### config.mk
export PLATFORM = sky130hd
export DESIGN_NAME = mat4_multiply
export DESIGN_NICKNAME = d
export VERILOG_FILES = /design/src/rtl/m4m_pkg.sv /design/src/rtl/mat4_multiply.sv /design/src/rtl/m4m_cell.sv /design/src/rtl/m4m_mac.sv
export SDC_FILE = /design/constraint.sdc
export NUM_CORES = 2
export LEC_CHECK = 0
export ABC_AREA = 0
export BUFFER_PORTS_ARGS = -buffer_cell sky130_fd_sc_hd__buf_4
export CAP_MARGIN = 15
export CELL_PAD_IN_SITES_DETAIL_PLACEMENT = 1
export CELL_PAD_IN_SITES_GLOBAL_PLACEMENT = 2
export CORE_MARGIN = 2
export CORE_UTILIZATION = 45
export CTS_CLUSTER_SIZE = 24
export DETAILED_ROUTE_END_ITERATION = 6
export PLACE_DENSITY_LB_ADDON = 0.12
export REMOVE_ABC_BUFFERS = 1
export SLEW_MARGIN = 5
export SYNTH_ARGS = -nofsm -noshare
export SYNTH_HDL_FRONTEND = slang
export SYNTH_HIERARCHICAL = 1
export SYNTH_SLANG_ARGS = --single-unit
### constraint.sdc
create_clock -name clock -period 49.6 [get_ports clock]
set_input_delay 4.96 -clock clock [delete_from_list [all_inputs] [get_ports clock]]
set_output_delay 4.96 -clock clock [all_outputs]
set_load 0.02 [all_outputs]
### src/rtl/m4m_pkg.sv
// Package: shared constants and types for the 4x4 matrix multiplier.
package m4m_pkg;
   localparam int DIM       = 4;
   localparam int FRAC_BITS = 16;
   localparam int ELEMS     = DIM * DIM;
   localparam int IDX_W     = $clog2(ELEMS);
   localparam int K_W       = $clog2(DIM);
   localparam int CNT_W     = $clog2(2 * ELEMS + 1);
   localparam int ACC_W     = 64 + K_W + 1;
   localparam int DATA_W    = 32;

   typedef logic signed [DATA_W-1:0] data_type;
   typedef logic signed [ACC_W-1:0]  acc_type;
endpackage

### src/rtl/mat4_multiply.sv
// Top level: 4x4 Q16.16 matrix multiplier built on two chains of shift cells.
//
//  channel | dir | ports                                   | accepted when
//  req     | in  | req_valid req_ready req_element_value    | valid && ready
//  rsp     | out | rsp_valid rsp_ready rsp_product_value,   | valid && ready
//          |     |   rsp_product_index rsp_last_element     |
//
// Loading accepts one request per cycle while req_ready is high, 32 in all.
// After the 32nd the block computes each product on one shared unit: it issues
// the DIM multiplies and lets the last one land in the accumulator, moves the
// product into the output register once that register is free, and then
// advances the index. req_ready is low while products are computed or wait.
// A stalled result holds in the output register. Synchronous reset clears
// the load count and control state; stored elements are not cleared.
module mat4_multiply (
   input  logic        clock,
   input  logic        reset,
   input  logic        req_valid,
   output logic        req_ready,
   input  logic signed [31:0] req_element_value,
   output logic        rsp_valid,
   input  logic        rsp_ready,
   output logic signed [31:0] rsp_product_value,
   output logic [3:0]  rsp_product_index,
   output logic        rsp_last_element
);
   localparam int E = m4m_pkg::ELEMS;

   typedef enum logic [1:0] {LOAD, MAC, EMIT} state_type;

   state_type state_ff;
   logic [m4m_pkg::CNT_W-1:0] cnt_ff;
   logic [m4m_pkg::IDX_W-1:0] idx_ff;
   logic [m4m_pkg::K_W:0]     k_ff;
   logic [m4m_pkg::K_W-1:0]   ka;
   logic                      mac_clr_ff, mac_en_ff, mac_clr_in, mac_en_in;
   m4m_pkg::data_type         lchain [E+1];
   m4m_pkg::data_type         rchain [E+1];
   m4m_pkg::data_type         res_ff, mac_res, a_sel, b_sel;
   logic [3:0]                ridx_ff;
   logic                      rlast_ff, rvld_ff;
   logic                      accept, lshift, rshift;
   logic                      res_load;
   logic [m4m_pkg::IDX_W-1:0] row, col;

   assign req_ready = (state_ff == LOAD);
   assign accept    = req_valid && req_ready;
   assign lshift    = accept && (cnt_ff < m4m_pkg::CNT_W'(E));
   assign rshift    = accept && !(cnt_ff < m4m_pkg::CNT_W'(E));

   // left and right chains: each accepted element enters at the tail
   assign lchain[E] = req_element_value;
   assign rchain[E] = req_element_value;
   for (genvar i = 0; i < E; i++) begin : g_cells
      m4m_cell u_l (.clock(clock), .shift(lshift), .din(lchain[i+1]), .dout(lchain[i]));
      m4m_cell u_r (.clock(clock), .shift(rshift), .din(rchain[i+1]), .dout(rchain[i]));
   end

   // after loading, element j of a matrix sits in cell j
   assign row = idx_ff / m4m_pkg::IDX_W'(m4m_pkg::DIM);
   assign col = idx_ff % m4m_pkg::IDX_W'(m4m_pkg::DIM);
   assign ka  = k_ff[m4m_pkg::K_W-1:0];
   assign a_sel = lchain[m4m_pkg::IDX_W'(row * m4m_pkg::IDX_W'(m4m_pkg::DIM)) + m4m_pkg::IDX_W'(ka)];
   assign b_sel = rchain[m4m_pkg::IDX_W'(m4m_pkg::IDX_W'(ka) * m4m_pkg::IDX_W'(m4m_pkg::DIM)) + col];

   m4m_mac u_mac (
      .clock(clock), .clear(mac_clr_ff), .enable(mac_en_ff),
      .a(a_sel), .b(b_sel), .result(mac_res)
   );

   // product register feeds the accumulator in the cycle after the multiply is issued
   assign mac_en_in  = (state_ff == MAC) && (k_ff < (m4m_pkg::K_W+1)'(m4m_pkg::DIM));
   assign mac_clr_in = (state_ff == MAC) && (k_ff == '0);

   // finished product moves to the output register once that register is free
   assign res_load = (state_ff == MAC) && (k_ff == (m4m_pkg::K_W+1)'(m4m_pkg::DIM + 1))
                     && (!rvld_ff || rsp_ready);

   always_ff @(posedge clock) begin
      mac_clr_ff <= mac_clr_in;
      if (reset) begin
         state_ff <= LOAD;
         cnt_ff   <= '0;
         idx_ff   <= '0;
         k_ff     <= '0;
         rvld_ff  <= 1'b0;
         mac_en_ff <= 1'b0;
      end else begin
         mac_en_ff <= mac_en_in;
         if (rvld_ff && rsp_ready && !res_load) begin
            rvld_ff <= 1'b0;
         end
         case (state_ff)
            LOAD: begin
               if (accept) begin
                  if (cnt_ff == m4m_pkg::CNT_W'(2 * E - 1)) begin
                     cnt_ff   <= '0;
                     idx_ff   <= '0;
                     k_ff     <= '0;
                     state_ff <= MAC;
                  end else begin
                     cnt_ff <= cnt_ff + 1'b1;
                  end
               end
            end
            MAC: begin
               // wait for the last product to land in the accumulator
               if (k_ff == (m4m_pkg::K_W+1)'(m4m_pkg::DIM + 1)) begin
                  if (res_load) begin
                     res_ff   <= mac_res;
                     ridx_ff  <= 4'(idx_ff);
                     rlast_ff <= (idx_ff == m4m_pkg::IDX_W'(E - 1));
                     rvld_ff  <= 1'b1;
                     state_ff <= EMIT;
                  end
               end else begin
                  k_ff <= k_ff + 1'b1;
               end
            end
            EMIT: begin
               k_ff <= '0;
               if (idx_ff == m4m_pkg::IDX_W'(E - 1)) begin
                  state_ff <= LOAD;
               end else begin
                  idx_ff   <= idx_ff + 1'b1;
                  state_ff <= MAC;
               end
            end
            default: state_ff <= LOAD;
         endcase
      end
   end

   assign rsp_valid         = rvld_ff;
   assign rsp_product_value = res_ff;
   assign rsp_product_index = ridx_ff;
   assign rsp_last_element  = rlast_ff;
endmodule

### src/rtl/m4m_cell.sv
// Shift cell: one stored matrix element, passed to the neighbor on shift.
module m4m_cell (
   input  logic              clock,
   input  logic              shift,
   input  m4m_pkg::data_type din,
   output m4m_pkg::data_type dout
);
   m4m_pkg::data_type val_ff;

   always_ff @(posedge clock) begin
      if (shift) begin
         val_ff <= din;
      end
   end

   assign dout = val_ff;
endmodule

### src/rtl/m4m_mac.sv
// Multiply-accumulate unit with shift and saturation of the finished sum.
module m4m_mac (
   input  logic              clock,
   input  logic              clear,
   input  logic              enable,
   input  m4m_pkg::data_type a,
   input  m4m_pkg::data_type b,
   output m4m_pkg::data_type result
);
   logic signed [63:0] prod_ff;
   m4m_pkg::acc_type   acc_ff;
   m4m_pkg::acc_type   shifted;
   m4m_pkg::acc_type   acc_in;

   always_comb begin
      acc_in = (clear ? '0 : acc_ff) + m4m_pkg::acc_type'(prod_ff);
   end

   always_ff @(posedge clock) begin
      prod_ff <= 64'(a) * 64'(b);
      if (enable) begin
         acc_ff <= acc_in;
      end
   end

   always_comb begin
      shifted = acc_ff >>> m4m_pkg::FRAC_BITS;
      if (shifted > m4m_pkg::acc_type'(32'sh7fffffff)) begin
         result = 32'sh7fffffff;
      end else if (shifted < -m4m_pkg::acc_type'(33'sh080000000)) begin
         result = 32'sh80000000;
      end else begin
         result = shifted[m4m_pkg::DATA_W-1:0];
      end
   end
endmodule

==> impl_metrics.csv <==
group,metric,value,unit
setup_path,cp_common_cell,"fa_1",
detailed_routing,vias_per_cell,5.50,
detailed_routing,wire_per_inst,24.9,um
detailed_routing,wl,227000,um
yosys,netlist_area,84600,um^2
setup_path,crit_start,"k_ff[0]",
timing,tightest_slew,1.18,ns
timing,max_freq,0.0888,GHz
finish,nets,7889,
timing,slew_viol_final,0,
detailed_routing,dr.first_iter.drc_count,3441,
setup_path,crit_arrival,11.93,ns
clock_network,cts_tree,"yes",
global_routing,grt_pass1_vias,56200,
clock_network,cts_buffers,136,
detailed_routing,firstDrtPassIters,7,
detailed_routing,drtAntennaViolNets,0,
placement,gp_congestion,0.848,
setup_path,ff2ff_path_depth,28,
floorplan,io_pins,75,
status,failed_checks,"design-rule violations",
global_routing,grt_start_max_net_pins,185,
finish,layout_common_cells,"edfxtp_1 (1128), fa_1 (1083), inv_1 (966)",
timing,setup_viol,0,
timing,setup-tns-final,0,ns
yosys,synth_ff_type,"edfxtp_1",
finish,drive_gt1_share,9.48,%
clock_network,hold_buffers,0,
yosys,synth_top_area_share,40.0,%
timing,fin_crit,11.26,ns
yosys,postSynthCellCount,6550,
timing,hold_violations,0,
setup_path,crit_required,50.27,ns
setup_path,crit_path_start_kind,"register",
status,outcome,"finished with violations",
detailed_routing,vias,50100,
clock_network,clk_pin_slew,0.06,ns
yosys,yosys.cell_types.count,96,
global_routing,grt_remaining_overflow,0,
global_routing,grt_pass1_wl,355000,um
min_path,min_path_type,"register to register",
yosys,synth_area_leaders,"edfxtp_1 (40%), fa_1 (26%), mux4_2 (5.1%), inv_1 (4.3%), and2_1 (3.9%)",
setup_path,crit_path_end_kind,"register",
setup_path,reg2reg_from,"k_ff[0]",
setup_path,path_class,"register to register",
floorplan,die_width,438,um
clock_network,root_buffer,"clkbuf_16",
yosys,synth.avg_cell_area,12.9,um^2
timing,relSlewSlack,21.4,%
flow_run,maxCapViolCount,0,
setup_path,cpMaxStageDelayCell,"buf_4",
timing,rsz0062_at_grt,"false",
setup_path,slowest_delay,0.85,ns
yosys,async_flop_share,0,%
floorplan,start_util,45.2,%
clock_network,clock_sinks,1210,
detailed_routing,drc_errors,3,
placement,place_hpwl,158000,um
placement,port_buffers,74,
clock_network,ctsResizeCount,0,
min_path,worstHoldPathCells,0,
global_routing,antenna_found_initial,4,
yosys,yosys_warnings,6,
timing,clock_skew,0.0832,ns
yosys,yosysTopAreaCell,"edfxtp_1",
yosys,synth-edff-count,1128,
clock_network,clkLatencyLatePin,0.83,ns
finish,syn_to_final_growth,9.11,%
floorplan,core,187000,um^2
global_routing,track_usage,24.4,%
floorplan,dieArea,192000,um^2
floorplan,die_height,438,um
timing,min_period_over_period,22.7,%
clock_network,postCtsSetupRepairBufs,0,
setup_path,critPathMaxFanout,80,
yosys,synth_seq_cells,1210,
clock_network,ctsHtreeMaxLevel,4,
floorplan,rows,159,
min_path,worstHoldStart,"g_cells[8].u_r/dout[20]",
yosys,synth-seq-area-share,42.0,%
finish,final_common_cell,"edfxtp_1",
clock_network,clockBufferDepth,3,
[synthesized netlist by cell type (7+ instances only)]
cell	count
and3_1	20
nand3_1	57
xnor2_1	98
o21a_1	14
buf_4	17
o211ai_1	15
nand2_1	725
and2_1	523
mux4_2	192
nor2b_1	80
a211oi_1	11
buf_1	7
a21boi_0	8
o31ai_1	10
buf_6	14
clkbuf_1	264
a21o_1	48
buf_2	36
a31oi_1	24
nor3_1	20
o21bai_1	24
nand4_1	27
fa_1	1083
xor2_1	38
o21ai_1	11
o21ai_0	68
nand2b_1	17
nor4_1	16
inv_1	966
a21oi_1	144
a22oi_1	160
dfxtp_1	82
mux2i_1	130
nor2_1	108
ha_1	255
edfxtp_1	1128
[logic make-up (layout without fill, tap and decap cells)]
group | Yosys count | after routing | synth area share (%)
compound gates | 618 | 618 | 5.09
xor+xnor | 136 | 136 | 1.41
fa+ha+maj | 1338 | 1338 | 29.4
buf+inv | 1305 | 1372 | 6.04
flops | 1210 | 1210 | 42.0
mux | 323 | 323 | 6.66
other cells | 0 | 4 | 0
simple gates | 1620 | 1620 | 9.46
[flip-flops by register name, summed over array words and instances, names as in the netlist, 2 cells and up]
name and flops:
cnt_ff 6, k_ff 3, state_ff 2, rsp_product_index 4
u_mac/acc_ff 67, u_mac/prod_ff 64, g_cells.u_r/dout 512, rsp_product_value 32
idx_ff 4, g_cells.u_l/dout 512
[layout make-up]
cell class | instances | area [um^2]
Fill cell | 18900 | 95100
Multi-Input combinational cell | 4035 | 44200
Sequential cell | 1210 | 35500
Inverter | 967 | 3630
Clock buffer | 168 | 3560
Tap cell | 2495 | 3120
Timing Repair Buffer | 165 | 1350
Clock inverter | 72 | 950
Antenna cell | 4 | 10.0
[per-layer routing]
layer | vias up | wire, um | global-route usage (%)
met5 | - | 0 | 0
met4 | 0 | 4970 | 5.57
met3 | 251 | 11100 | 3.39
met2 | 1156 | 106000 | 38.9
met1 | 26900 | 105000 | 35.7
li1 | 21800 | - | -
[worst max-delay path: cells and delay by family (launching register included)]
kind,cells,cell delay [ns]
adder cells (fa/ha/maj),9,4.37
buffers and inverters,6,1.96
AND/OR/NAND/NOR,6,1.92
AO/OA/AOI/OAI,6,1.45
flip-flops,1,0.61
multiplexers,1,0.43
[through the flow]
step / util [%] / area (um^2) / setup slack (ns) / instances / hold slack (ns)
3_5_place_dp: 46.9 / 87800 / 38.37 / 8871 / 0.429
2_1_floorplan: - / 83200 / 8.16 / 6212 / 0.421
6_report: 49.3 / 92400 / 38.34 / 9116 / 0.423
4_1_cts: 49.3 / 92300 / 38.33 / 9111 / 0.401
3_3_place_gp: 46.8 / 87800 / 38.48 / 8870 / 0.422
5_1_grt: 49.3 / 92300 / 37.90 / 9112 / 0.423
[path summary, 6_finish.rpt]
check	endpoint	slack [ns]
worst min register to register	g_cells[7].u_r/dout[20]	0.42
worst max-delay path	u_mac/prod_ff[62]	38.34
worst max register to register	u_mac/prod_ff[62]	38.34
worst min-delay path	g_cells[7].u_r/dout[20]	0.42
Power is left out: the tool's default activity adds up to more than one toggle a clock period on the data nets, which glitch-free logic cannot reach.
